File: src/hdl/dsa_pkg.sv
// shared types and constants of the descriptor slot allocator
// no dependencies; imported by every module of the block
package dsa_pkg;

  localparam int IDX_W       = 10;
  localparam int CNT_W       = 11;
  localparam int STRIDE_W    = 16;
  localparam int HANDLE_W    = 64;
  localparam int STATUS_W    = 2;
  localparam int WORD_W      = 32;
  localparam int BIT_W       = 5;
  localparam int PROD_W      = IDX_W + STRIDE_W;
  localparam int INDEX_REACH = 1024;
  localparam int IN_TDATA_W  = 16;
  localparam int OUT_TDATA_W = 144;
  localparam int APB_DATA_W  = 64;
  localparam int APB_ADDR_W  = 5;
  localparam int REG_SEL_W   = 2;

  localparam logic OP_ALLOC   = 1'b0;
  localparam logic OP_RELEASE = 1'b1;

  localparam logic [STATUS_W-1:0] ST_ALLOCATED = 2'd0;
  localparam logic [STATUS_W-1:0] ST_FULL      = 2'd1;
  localparam logic [STATUS_W-1:0] ST_RELEASED  = 2'd2;
  localparam logic [STATUS_W-1:0] ST_RANGE     = 2'd3;

  localparam logic [REG_SEL_W-1:0] REG_CPU_BASE   = 2'd0;
  localparam logic [REG_SEL_W-1:0] REG_GPU_BASE   = 2'd1;
  localparam logic [REG_SEL_W-1:0] REG_STRIDE     = 2'd2;
  localparam logic [REG_SEL_W-1:0] REG_SLOT_COUNT = 2'd3;

  typedef struct packed {
    logic [HANDLE_W-1:0] cpu_base;
    logic [HANDLE_W-1:0] gpu_base;
    logic [STRIDE_W-1:0] stride;
    logic [CNT_W-1:0]    eff_count;
    logic                heap_clear;
  } cfg_t;

  typedef struct packed {
    logic accept;
    logic look;
    logic merge;
    logic finish;
  } cmd_t;

  typedef struct packed {
    logic out_free;
    logic clearing;
  } sts_t;

endpackage

File: src/hdl/descriptor_slot_allocator.sv
// descriptor slot allocator: lowest free slot allocation with cpu and gpu handles
// top level; depends on dsa_pkg, dsa_regs, dsa_ctrl and dsa_dp
//
// Requests arrive as beats on the s_axis channel: tuser selects allocate (0) or
// release (1), tdata carries the slot to release. Each request gives exactly one
// result beat on m_axis: tuser holds the status, tdata the slot offset and the
// two handles (base plus offset times stride).
// A request runs through these steps in order: the beat is taken, the row summary
// picks a row and the single-port row memory is read, the row is updated and offset
// times stride is multiplied, then the handle adds load the result register. The next
// request is taken once the sequencer is back in idle after the final step.
// The result register frees the sequencer: a new request is taken while a result
// waits, but its final step holds until the receiver takes the waiting beat.
// After reset every slot below the slot count is free, with no clearing pass.
// Writing slot_count through the apb port frees every slot; requests wait
// while the registered clear strobe rebuilds the row summary.
module descriptor_slot_allocator
  import dsa_pkg::*;
#(
  parameter int SLOTS = 1024
) (
  input  logic                   clk_i,
  input  logic                   rst_ni,
  input  logic                   psel,
  input  logic                   penable,
  input  logic                   pwrite,
  input  logic [APB_ADDR_W-1:0]  paddr,
  input  logic [APB_DATA_W-1:0]  pwdata,
  output logic [APB_DATA_W-1:0]  prdata,
  output logic                   pready,
  input  logic                   s_axis_tvalid,
  output logic                   s_axis_tready,
  input  logic [IN_TDATA_W-1:0]  s_axis_tdata,  // slot_index[9:0], zero pad
  input  logic [0:0]             s_axis_tuser,  // op[0]
  output logic                   m_axis_tvalid,
  input  logic                   m_axis_tready,
  output logic [OUT_TDATA_W-1:0] m_axis_tdata,  // slot_offset[9:0], cpu_handle[73:10],
                                                // gpu_handle[137:74], zero pad
  output logic [STATUS_W-1:0]    m_axis_tuser   // status[1:0]
);

  cfg_t                cfg;
  cmd_t                cmd;
  sts_t                sts;
  logic [IDX_W-1:0]    slot_offset;
  logic [HANDLE_W-1:0] cpu_handle;
  logic [HANDLE_W-1:0] gpu_handle;

  dsa_regs #(
    .SLOTS(SLOTS)
  ) u_regs (
    .clk_i   (clk_i),
    .rst_ni  (rst_ni),
    .psel    (psel),
    .penable (penable),
    .pwrite  (pwrite),
    .paddr   (paddr),
    .pwdata  (pwdata),
    .prdata  (prdata),
    .pready  (pready),
    .cfg_o   (cfg)
  );

  dsa_ctrl u_ctrl (
    .clk_i         (clk_i),
    .rst_ni        (rst_ni),
    .s_axis_tvalid (s_axis_tvalid),
    .s_axis_tready (s_axis_tready),
    .sts_i         (sts),
    .cmd_o         (cmd)
  );

  dsa_dp #(
    .SLOTS(SLOTS)
  ) u_dp (
    .clk_i         (clk_i),
    .rst_ni        (rst_ni),
    .cfg_i         (cfg),
    .cmd_i         (cmd),
    .sts_o         (sts),
    .op_i          (s_axis_tuser[0]),
    .slot_index_i  (s_axis_tdata[IDX_W-1:0]),
    .m_axis_tvalid (m_axis_tvalid),
    .m_axis_tready (m_axis_tready),
    .status_o      (m_axis_tuser),
    .slot_offset_o (slot_offset),
    .cpu_handle_o  (cpu_handle),
    .gpu_handle_o  (gpu_handle)
  );

  assign m_axis_tdata = OUT_TDATA_W'({gpu_handle, cpu_handle, slot_offset});

endmodule

File: src/hdl/dsa_regs.sv
// configuration register file behind the apb port
// depends on dsa_pkg; feeds handle bases, stride and slot count to the datapath
module dsa_regs
  import dsa_pkg::*;
#(
  parameter int SLOTS = 1024
) (
  input  logic                  clk_i,
  input  logic                  rst_ni,
  input  logic                  psel,
  input  logic                  penable,
  input  logic                  pwrite,
  input  logic [APB_ADDR_W-1:0] paddr,
  input  logic [APB_DATA_W-1:0] pwdata,
  output logic [APB_DATA_W-1:0] prdata,
  output logic                  pready,
  output cfg_t                  cfg_o
);

  localparam int DEPTH = (SLOTS < INDEX_REACH) ? SLOTS : INDEX_REACH;

  logic [HANDLE_W-1:0]  cpu_base_q, cpu_base_d;
  logic [HANDLE_W-1:0]  gpu_base_q, gpu_base_d;
  logic [STRIDE_W-1:0]  stride_q, stride_d;
  logic [CNT_W-1:0]     slot_count_q, slot_count_d;
  logic                 heap_clear_q, heap_clear_d;
  logic                 wr_en;
  logic [REG_SEL_W-1:0] reg_sel;

  assign pready  = 1'b1;
  assign wr_en   = psel & penable & pwrite & pready;
  assign reg_sel = paddr[APB_ADDR_W-1 -: REG_SEL_W];

  always_comb begin
    cpu_base_d   = cpu_base_q;
    gpu_base_d   = gpu_base_q;
    stride_d     = stride_q;
    slot_count_d = slot_count_q;
    heap_clear_d = 1'b0;
    if (wr_en) begin
      unique case (reg_sel)
        REG_CPU_BASE:   cpu_base_d = pwdata;
        REG_GPU_BASE:   gpu_base_d = pwdata;
        REG_STRIDE:     stride_d   = pwdata[STRIDE_W-1:0];
        REG_SLOT_COUNT: begin
          slot_count_d = pwdata[CNT_W-1:0];
          heap_clear_d = 1'b1;
        end
      endcase
    end
  end

  always_ff @(posedge clk_i or negedge rst_ni) begin
    if (!rst_ni) begin
      cpu_base_q   <= '0;
      gpu_base_q   <= '0;
      stride_q     <= STRIDE_W'(32);
      slot_count_q <= CNT_W'(1024);
      heap_clear_q <= 1'b0;
    end else begin
      cpu_base_q   <= cpu_base_d;
      gpu_base_q   <= gpu_base_d;
      stride_q     <= stride_d;
      slot_count_q <= slot_count_d;
      heap_clear_q <= heap_clear_d;
    end
  end

  always_comb begin
    unique case (reg_sel)
      REG_CPU_BASE:   prdata = cpu_base_q;
      REG_GPU_BASE:   prdata = gpu_base_q;
      REG_STRIDE:     prdata = APB_DATA_W'(stride_q);
      REG_SLOT_COUNT: prdata = APB_DATA_W'(slot_count_q);
    endcase
  end

  assign cfg_o.cpu_base   = cpu_base_q;
  assign cfg_o.gpu_base   = gpu_base_q;
  assign cfg_o.stride     = stride_q;
  assign cfg_o.eff_count  = (slot_count_q > CNT_W'(DEPTH)) ? CNT_W'(DEPTH) : slot_count_q;
  assign cfg_o.heap_clear = heap_clear_q;

endmodule

File: src/hdl/dsa_ctrl.sv
// request sequencer: accept, row lookup, merge, result load
// depends on dsa_pkg; drives the datapath by command struct
module dsa_ctrl
  import dsa_pkg::*;
(
  input  logic clk_i,
  input  logic rst_ni,
  input  logic s_axis_tvalid,
  output logic s_axis_tready,
  input  sts_t sts_i,
  output cmd_t cmd_o
);

  localparam logic [1:0] S_IDLE   = 2'd0;
  localparam logic [1:0] S_LOOK   = 2'd1;
  localparam logic [1:0] S_MERGE  = 2'd2;
  localparam logic [1:0] S_FINISH = 2'd3;

  logic [1:0] state_q, state_d;

  assign s_axis_tready = (state_q == S_IDLE) & ~sts_i.clearing;

  assign cmd_o.accept = s_axis_tvalid & s_axis_tready;
  assign cmd_o.look   = (state_q == S_LOOK);
  assign cmd_o.merge  = (state_q == S_MERGE);
  assign cmd_o.finish = (state_q == S_FINISH) & sts_i.out_free;

  always_comb begin
    state_d = state_q;
    unique case (state_q)
      S_IDLE:   if (cmd_o.accept) state_d = S_LOOK;
      S_LOOK:   state_d = S_MERGE;
      S_MERGE:  state_d = S_FINISH;
      S_FINISH: if (sts_i.out_free) state_d = S_IDLE;
      default:  state_d = S_IDLE;
    endcase
  end

  always_ff @(posedge clk_i or negedge rst_ni) begin
    if (!rst_ni) begin
      state_q <= S_IDLE;
    end else begin
      state_q <= state_d;
    end
  end

endmodule

File: src/hdl/dsa_dp.sv
// datapath: free bitmap in row memory, row summary, encoders, handle math, result register
// depends on dsa_pkg; sequenced by dsa_ctrl, configured by dsa_regs
module dsa_dp
  import dsa_pkg::*;
#(
  parameter int SLOTS = 1024
) (
  input  logic                   clk_i,
  input  logic                   rst_ni,
  input  cfg_t                   cfg_i,
  input  cmd_t                   cmd_i,
  output sts_t                   sts_o,
  input  logic                   op_i,
  input  logic [IDX_W-1:0]       slot_index_i,
  output logic                   m_axis_tvalid,
  input  logic                   m_axis_tready,
  output logic [STATUS_W-1:0]    status_o,
  output logic [IDX_W-1:0]       slot_offset_o,
  output logic [HANDLE_W-1:0]    cpu_handle_o,
  output logic [HANDLE_W-1:0]    gpu_handle_o
);

  localparam int DEPTH = (SLOTS < INDEX_REACH) ? SLOTS : INDEX_REACH;
  localparam int ROWS  = (DEPTH + WORD_W - 1) / WORD_W;
  localparam int ROW_W = (ROWS > 1) ? $clog2(ROWS) : 1;

  logic [WORD_W-1:0]   mem_q [ROWS];
  logic [WORD_W-1:0]   rd_q;
  logic [ROWS-1:0]     valid_q, valid_d;
  logic [ROWS-1:0]     summary_q, summary_d;
  logic                op_q;
  logic [IDX_W-1:0]    idx_q;
  logic [ROW_W-1:0]    row_q, row_d, enc_row;
  logic                ok_q, ok_d;
  logic                in_range;
  logic [WORD_W-1:0]   init_word, word_sel, new_word;
  logic [BIT_W-1:0]    enc_bit, bit_sel;
  logic [IDX_W-1:0]    offset_d;
  logic [STATUS_W-1:0] status_q, status_d;
  logic [IDX_W-1:0]    offset_q;
  logic [PROD_W-1:0]   prod_q;
  logic                mem_we;
  logic                tvalid_q;

  // row lookup
  always_comb begin
    enc_row = '0;
    for (int r = ROWS - 1; r >= 0; r--) begin
      if (summary_q[r]) enc_row = ROW_W'(r);
    end
  end

  assign in_range = (CNT_W'(idx_q) < cfg_i.eff_count);

  always_comb begin
    if (op_q == OP_ALLOC) begin
      row_d = enc_row;
      ok_d  = |summary_q;
    end else begin
      row_d = in_range ? idx_q[BIT_W +: ROW_W] : '0;
      ok_d  = in_range;
    end
  end

  // row merge
  always_comb begin
    for (int b = 0; b < WORD_W; b++) begin
      init_word[b] = (CNT_W'({row_q, BIT_W'(b)}) < cfg_i.eff_count);
    end
  end

  assign word_sel = valid_q[row_q] ? rd_q : init_word;

  always_comb begin
    enc_bit = '0;
    for (int b = WORD_W - 1; b >= 0; b--) begin
      if (word_sel[b]) enc_bit = BIT_W'(b);
    end
  end

  always_comb begin
    bit_sel  = (op_q == OP_ALLOC) ? enc_bit : idx_q[BIT_W-1:0];
    new_word = word_sel;
    new_word[bit_sel] = (op_q == OP_RELEASE);
    mem_we   = cmd_i.merge & ok_q;
    if (op_q == OP_ALLOC) begin
      status_d = ok_q ? ST_ALLOCATED : ST_FULL;
      offset_d = ok_q ? IDX_W'({row_q, enc_bit}) : '0;
    end else begin
      status_d = ok_q ? ST_RELEASED : ST_RANGE;
      offset_d = '0;
    end
  end

  always_comb begin
    valid_d   = valid_q;
    summary_d = summary_q;
    if (cfg_i.heap_clear) begin
      valid_d = '0;
      for (int r = 0; r < ROWS; r++) begin
        summary_d[r] = (CNT_W'({ROW_W'(r), {BIT_W{1'b0}}}) < cfg_i.eff_count);
      end
    end else if (mem_we) begin
      valid_d[row_q]   = 1'b1;
      summary_d[row_q] = |new_word;
    end
  end

  always_ff @(posedge clk_i) begin
    if (mem_we) mem_q[row_q] <= new_word;
  end

  always_ff @(posedge clk_i) begin
    if (cmd_i.look) rd_q <= mem_q[row_d];
  end

  always_ff @(posedge clk_i) begin
    if (cmd_i.accept) begin
      op_q  <= op_i;
      idx_q <= slot_index_i;
    end
    if (cmd_i.look) begin
      row_q <= row_d;
      ok_q  <= ok_d;
    end
    if (cmd_i.merge) begin
      status_q <= status_d;
      offset_q <= offset_d;
      prod_q   <= PROD_W'(offset_d) * PROD_W'(cfg_i.stride);
    end
    if (cmd_i.finish) begin
      status_o      <= status_q;
      slot_offset_o <= offset_q;
      if (status_q == ST_ALLOCATED) begin
        cpu_handle_o <= cfg_i.cpu_base + HANDLE_W'(prod_q);
        gpu_handle_o <= cfg_i.gpu_base + HANDLE_W'(prod_q);
      end else begin
        cpu_handle_o <= '0;
        gpu_handle_o <= '0;
      end
    end
  end

  always_ff @(posedge clk_i or negedge rst_ni) begin
    if (!rst_ni) begin
      valid_q   <= '0;
      summary_q <= '1;
      tvalid_q  <= 1'b0;
    end else begin
      valid_q   <= valid_d;
      summary_q <= summary_d;
      if (cmd_i.finish) begin
        tvalid_q <= 1'b1;
      end else if (m_axis_tready) begin
        tvalid_q <= 1'b0;
      end
    end
  end

  assign m_axis_tvalid  = tvalid_q;
  assign sts_o.out_free = ~tvalid_q | m_axis_tready;
  assign sts_o.clearing = cfg_i.heap_clear;

  a_result_from_finish: assert property (@(posedge clk_i) disable iff (!rst_ni)
    $rose(tvalid_q) |-> $past(cmd_i.finish))
    else $error("result beat appeared without a finish step");

  a_summary_matches_row: assert property (@(posedge clk_i) disable iff (!rst_ni)
    (cmd_i.merge && op_q == OP_ALLOC && ok_q) |-> (word_sel != '0))
    else $error("row summary flagged a free slot in a full row");

  a_clear_drops_rows: assert property (@(posedge clk_i) disable iff (!rst_ni)
    cfg_i.heap_clear |=> (valid_q == '0))
    else $error("heap rebuild left stale rows");

endmodule

File: config.mk
export PLATFORM = sky130hd
export DESIGN_NAME = descriptor_slot_allocator
export DESIGN_NICKNAME = d
export VERILOG_FILES = /design/src/hdl/dsa_pkg.sv /design/src/hdl/descriptor_slot_allocator.sv /design/src/hdl/dsa_regs.sv /design/src/hdl/dsa_ctrl.sv /design/src/hdl/dsa_dp.sv
export SDC_FILE = /design/constraint.sdc
export NUM_CORES = 2
export LEC_CHECK = 0
export BUFFER_PORTS_ARGS = -buffer_cell sky130_fd_sc_hd__buf_4
export CAP_MARGIN = 20
export CORE_MARGIN = 5
export CORE_UTILIZATION = 40
export CTS_CLUSTER_DIAMETER = 60
export DETAILED_ROUTE_END_ITERATION = 12
export GPL_ROUTABILITY_DRIVEN = 0
export HOLD_SLACK_MARGIN = 0.05
export SLEW_MARGIN = 25
export SYNTH_ARGS = -nofsm -noshare
export SYNTH_HDL_FRONTEND = slang
export SYNTH_SLANG_ARGS = --single-unit
File: constraint.sdc
create_clock -name clk_i -period 9.15 [get_ports clk_i]
set_input_delay 2.2875 -clock clk_i [delete_from_list [all_inputs] [get_ports clk_i]]
set_output_delay 2.2875 -clock clk_i [all_outputs]
set_load 0.05 [all_outputs]
## Yosys cells after proc, flatten, opt, wreduce, memory -nomap -nowiden

Memory sizes are Yosys's and may differ from the RTL's. A register that Yosys moved wholly into a read port is not among the register bits.
Index checks and enable logic that the tools add are counted.

- Flip-flop bits (word level): 418
- Latch bits: 0
- Bits in writable memories: 1,024
- Memory bits (read-only): 0
- Output and inout bits: 213
- Logic and storage cells: 223
- Memories kept: 1

- Add/subtract/negate cells: 2
- Multipliers: 1
- Divide/modulo/power cells: 0
- $lt $le $gt $ge: 70
- Equal/unequal tests: 8
- Shift operators: 0
- Muxes and demuxes: 97
- Bitwise logic cells: 10
- Reductions and logical operators: 14

Memory list:

| memory | depth | width | read ports | clocked after Yosys merged registers in | wr ports | line | RTL |
|---|---|---|---|---|---|---|---|
| u_dp.mem_q | 32 | 32 | 1 | 1 | 1 | dsa_dp.sv:27 | `logic [WORD_W-1:0] mem_q [ROWS];` |

Operators with widths:

| cell | number |
|---|---|
| $lt A10 B11 Y1 | 33 |
| $mux W5 | 67 |
| $pmux W64 S4 | 1 |
| $lt A10 B11 Y1 const A | 16 |
| $mux W32 | 5 |
| $add A64 B26 Y64 | 2 |
| $lt A9 B11 Y1 const A | 8 |
| $bwmux W32 | 2 |
| $reduce_or A32 Y1 | 2 |
| $lt A8 B11 Y1 const A | 4 |
| $or A32 B32 Y32 | 1 |
| $mul A10 B16 Y26 | 1 |
| $lt A7 B11 Y1 const A | 2 |
| $mux W10 | 2 |
| $lt A5 B6 Y1 const B | 2 |
| $mux W1 | 12 |
| $gt A11 B11 Y1 const B | 1 |
| $lt A1 B11 Y1 const A | 1 |
| $lt A6 B11 Y1 const A | 1 |
| $mux W11 | 1 |
| $demux W1 S5 | 2 |
| $ge A5 B1 Y1 const B | 2 |
| $reduce_and A2 Y1 | 5 |
| $eq A2 B2 Y1 const B | 4 |
| other kinds (12) | 25 |

## Longest topological paths before layout

- Depth in word-level cells: 46
- Depth in mapped cells: 39
- Depth with buffers taken out: 35

## Modules after synthesis

From an unflattened synthesis, not the netlist that was laid out.

- Cells, all modules: 5,635
- Area total of the unflattened synthesis: 69,822.0 um2

By module, submodules not included:

| module | instances | cells each | area each (um2) | seq. area each (um2) |
|---|---|---|---|---|
| dsa_dp | 1 | 5,124 | 62,552.5 | 39,232.6 |
| dsa_regs | 1 | 486 | 7,024.2 | 3,906.2 |
| dsa_ctrl | 1 | 18 | 196.4 | 50.0 |
| descriptor_slot_allocator | 1 | 7 | 48.8 | 0.0 |

## Least setup slack after synthesis

OpenSTA, ideal clock, no wires.

- Path kind: flip-flop to flip-flop
- Start: register u_regs.slot_count_q[10]
- End: register u_dp.prod_q[24] (data pin)
- Setup time: 0.266 ns
- Arrival time: 9.026 ns
- Required time: 8.884 ns
- Path slack: -0.142 ns
- Cell stages (with the launch flop): 38
- Clock period less this slack: 9.292 ns
- Cells stage by stage: dfstp_2 > clkbuf_1 > clkbuf_1 > clkbuf_1 > nand2b_1 > ha_1 > a211oi_1 > o22a_1 > clkbuf_1 > o211ai_1 > o22ai_1 > a21oi_1 > nand2_1 > nor2_1 > nor3_1 > clkbuf_1 > nand2_1 > fa_1 > [... 2 more ...] > inv_1 > fa_1 > inv_1 > fa_1 > inv_1 > fa_1 > inv_1 > ha_1 > inv_1 > o21bai_1 > a21oi_1 > o21ai_0 > o41ai_1 > o21ai_0 > nor4_1 > o31ai_1 > o41ai_1 > xnor2_1

- Cells in the longest elaborated chain, start to end: 39

RTL lines:

| item | line | RTL |
|---|---|---|
| start, declared | dsa_regs.sv:25 | `logic [CNT_W-1:0] slot_count_q, slot_count_d;` |
| start signal, assigned | dsa_regs.sv:64 | `slot_count_q <= slot_count_d;` |
| $gt A11 B11 Y1 | dsa_regs.sv:81 | `assign cfg_o.eff_count = (slot_count_q > CNT_W'(DEPTH)) ? CNT_W'(DEPTH) : slot_count_q;` |
| $mux W11 (*) | dsa_regs.sv:81 |  |
| $lt A10 B11 Y1 | dsa_dp.sv:68 | `init_word[b] = (CNT_W'({row_q, BIT_W'(b)}) < cfg_i.eff_count);` |
| $mux W32 (*) | dsa_dp.sv:72 | `assign word_sel = valid_q[row_q] ? rd_q : init_word;` |
| $mux W5 (31 in series) | dsa_dp.sv:77 | `if (word_sel[b]) enc_bit = BIT_W'(b);` |
| $mux W5 (*) | dsa_dp.sv:77 |  |
| $mux W10 (*) | dsa_dp.sv:88 | `offset_d = ok_q ? IDX_W'({row_q, enc_bit}) : '0;` |
| $mux W10 (*) | dsa_dp.sv:86 | `if (op_q == OP_ALLOC) begin` |
| via u_dp.offset_d[3] | dsa_dp.sv:38 | `logic [IDX_W-1:0] offset_d;` |
| $mul A10 B16 Y26 (*) | dsa_dp.sv:129 | `prod_q <= PROD_W'(offset_d) * PROD_W'(cfg_i.stride);` |
| end signal, assigned | dsa_dp.sv:129 |  |
| end, declared | dsa_dp.sv:41 | `logic [PROD_W-1:0] prod_q;` |

Mark *: on every way through the listed nets, which the timed path passes. The rest lies on a longest branch.
A chain may end at the register's enable or synchronous reset.

## Worst setup path after layout

- Start: register u_regs.slot_count_q[10]
- End: register u_dp.prod_q[25] (data pin)

- Cells in the longest elaborated chain, start to end: 39

RTL lines:

| item | line |
|---|---|
| $gt A11 B11 Y1 | dsa_regs.sv:81 |
| $mux W11 (*) | dsa_regs.sv:81 |
| $lt A10 B11 Y1 | dsa_dp.sv:68 |
| $mux W32 (*) | dsa_dp.sv:72 |
| $mux W5 (31 in series) | dsa_dp.sv:77 |
| $mux W5 (*) | dsa_dp.sv:77 |
| $mux W10 (*) | dsa_dp.sv:88 |
| $mux W10 (*) | dsa_dp.sv:86 |
| $mul A10 B16 Y26 (*) | dsa_dp.sv:129 |

Mark *: on every way between the ends. The rest lies on a longest branch, timed or not.

==> results.json <==
{
  "via_count": 46500,
  "endpoint": "u_dp.prod_q[25]",
  "root_buffer": "clkbuf_16",
  "yosysSeqAreaShare_pct": 62.6,
  "multi_input_area_sq_um": 24500,
  "start_kind": "flop",
  "critPathTopFamily": "adder cells",
  "synthArstFlopShare_pct": 15.1,
  "regArea_sq_um": 43200,
  "cts_tree": "done",
  "clk_pin_slew_worst_paths_ps": 60,
  "yosysMostFrequentCell": "edfxtp_1",
  "p_total_mw": 27.7,
  "p_leak_nw": 29.1,
  "clk_latency_ps": 810,
  "drt-initial-drc-count": 5192,
  "areaGrowthSynthToFinish_pct": 16.0,
  "synth-seq-cells": 1474,
  "dp_slack_ps": 81.8,
  "fin_tns_setup_ps": 0,
  "antenna_found_initial": 5,
  "timing.hold.ws_ps": 408,
  "overflow": 0,
  "hold_violations": 0,
  "drv_slew": 0,
  "initial_core_util_pct": 40.2,
  "clkSinkCount": 1474,
  "status": "completed",
  "dp_hpwl_um": 131000,
  "skew_ps": 48.3,
  "detail-route-antenna-nets": 0,
  "grt_pass1_vias": 45000,
  "period_minus_slack_ps": 8700,
  "synth_simple_gate_area_share_pct": 12.9,
  "cts_buffer_depth": 3,
  "port-buffer-count": 289,
  "h-tree-depth": 4,
  "max_clock_freq_mhz": 115,
  "yosysUniqueCellTypes": 96,
  "die_area_sq_um": 181000,
  "grt_max_degree": 152,
  "crit_fanout": 12,
  "grt_pass1_wl_um": 305000,
  "drc": 0,
  "drt_wl_total_um": 208000,
  "setup_viol": 0,
  "r2r-end": "u_dp.prod_q[25]",
  "synth_compound_area_share_pct": 7.31,
  "rr_worst_depth": 34,
  "max_slew_margin_pct": 26.0,
  "synth_mux_area_share_pct": 7.11,
  "design.core.area_sq_um": 172000,
  "setup.worst_path.start": "u_regs.slot_count_q[10]",
  "vias_per_cell": 5.68,
  "first_pass_iters": 6,
  "yosysTopAreaCellShare_pct": 54.5,
  "cts_made_buffers": 164,
  "fin_crit_sh_pct": 95.1,
  "setup_slack_ps": 451,
  "crit_cells": 34,
  "syn_inst": 5450,
  "path_buf_inv": 7,
  "holdBufCountCts": 0,
  "synth_area_per_cell_sq_um": 12.7,
  "vdd_drop_max_mv": 0.274,
  "ys_top_cells_by_area": "edfxtp_1 54%, dfrtp_1 6.9%, mux2i_1 4.2%, nand2_1 3.8%, fa_1 3.3%",
  "max_cap_violations": 0,
  "fill_cells": 15300,
  "synth_top_family_by_area": "simple AND/OR/NAND/NOR gates",
  "die_h_um": 425,
  "rr_startpoint": "u_regs.slot_count_q[10]",
  "synth_adder_area_share_pct": 5.67,
  "crit_type": "flop to flop",
  "io_pins": 306,
  "reg2reg_slack_ps": 450,
  "synth_edf_count": 1251,
  "slowest_delay_ps": 670,
  "nNetsFinal": 6090,
  "wl_per_cell_um": 25.4,
  "tightestPinTransition_ps": 1110,
  "arrival_ps": 9240,
  "synth-main-ff-cell": "edfxtp_1",
  "synth_common_cells": "1251 x edfxtp_1, 697 x nand2_1, 517 x nor2_1",
  "required_ps": 9690,
  "powerDensity_nw_per_um2": 346,
  "grt_use_total_pct": 22.6,
  "synth_area_leader_cell": "edfxtp_1",
  "crit_slowest_cell": "dfstp_2",
  "final_core_util_pct": 46.6,
  "netlist_area_sq_um": 68900,
  "hold_class": "flop to flop",
  "yosysWarnings": 0,
  "row_count": 152,
  "synthXorXnorAreaFrac_pct": 1.55,
  "endpoint_kind": "flop",
  "final_layout_size_suffix_gt1_share_pct": 17.6,
  "dieWidth_um": 425
}
## worst register-to-register path: cells and delay by family, from the launching register on
kind                       cells  cell delay, ps
AOI/OAI and AO/OA             11            2290
DFF                            1             670
buffers and inverters          7             910
xor gates and xnor gates       1              80
adders and majority gates      7            2880
and+or+nand+nor                8            1620
## final cells by class
| cell class | count | share of cell area, % |
|---|---|---|
| Inverter | 178 | 0.845 |
| Clock buffer | 202 | 5.40 |
| Sequential cell | 1474 | 54.0 |
| Antenna cell | 5 | 0.0156 |
| Multi-Input combinational cell | 3486 | 30.6 |
| Tap cell | 2310 | 3.61 |
| Clock inverter | 92 | 1.17 |
| Timing Repair Buffer | 448 | 4.36 |
## layout by cell type (no fill, tap or decap), types with 138 or more instances in the layout
| cell type | instances |
|---|---|
| edfxtp_1 | 1251 |
| mux2i_1 | 278 |
| dfrtp_1 | 188 |
| nor2_1 | 483 |
| clkbuf_16 | 165 |
| buf_4 | 437 |
| mux2_2 | 153 |
| inv_1 | 173 |
| a21oi_1 | 138 |
| nand3_1 | 282 |
| nand2_1 | 694 |
## where the power goes
group          internal (mW)  switching, mW
sequential              10.1          0.694
clock                   3.69           2.74
combinational           3.08           7.37
total                   16.8           10.8
## how the worst min path moves through the flow
stage / startpoint / endpoint / slack (ps) / cells after the start
final: u_dp.offset_q[9] / u_dp.slot_offset_o[9] / 410 / 0
after global routing: u_dp.offset_q[6] / u_dp.slot_offset_o[6] / 420 / 0
after CTS: u_dp.offset_q[9] / u_dp.slot_offset_o[9] / 410 / 0
after detailed placement: u_dp.offset_q[6] / u_dp.slot_offset_o[6] / 400 / 0
after global placement: u_dp.offset_q[9] / u_dp.slot_offset_o[9] / 410 / 0
after floorplan: u_dp.offset_q[0] / u_dp.slot_offset_o[0] / 400 / 0
## sequential cells by signal, indices dropped and copies added (netlist names), 5 cells and up
register             cells
u_dp.gpu_handle_o       64
u_regs.slot_count_q     11
u_regs.gpu_base_q       64
u_dp.row_q               5
u_dp.offset_q           10
u_dp.valid_q            32
u_dp.rd_q               32
u_dp.summary_q          32
u_dp.slot_offset_o      10
u_regs.stride_q         16
u_dp.idx_q              10
u_regs.cpu_base_q       64
u_dp.cpu_handle_o       64
u_dp.mem_q            1024
u_dp.prod_q             26
## routing by layer
| metal | GRT usage [%] | up-vias | part of all wire [%] |
|---|---|---|---|
| met2 | 36.9 | 2062 | 47 |
| met3 | 4.02 | 452 | 7.8 |
| met1 | 30.2 | 23300 | 41 |
| met4 | 8.60 | 4 | 4.0 |
| li1 | - | 20700 | - |
| met5 | 0 | - | 0.013 |
## logic make-up after synthesis
kind of cell	count (synthesis)
fa+ha+maj	245
mux	455
compound gates	702
simple gates	1955
xor+xnor	122
flops	1474
other cells	2
buf+inv	495
## per-stage QoR
step | cells | instance area [sq um]
2_1_floorplan | 5455 | 69000
3_3_place_gp | 7891 | 74500
3_5_place_dp | 7892 | 74600
4_1_cts | 8186 | 79800
5_1_grt | 8190 | 80000
6_report | 8195 | 80000
## timing repair
item | 4_1_cts | 5_1_grt
gates resized for setup | 0 | 20
setup buffers | 0 | 2
endpoints found under the setup margin | 0 | 7
Power figures use the tool's default switching activity.
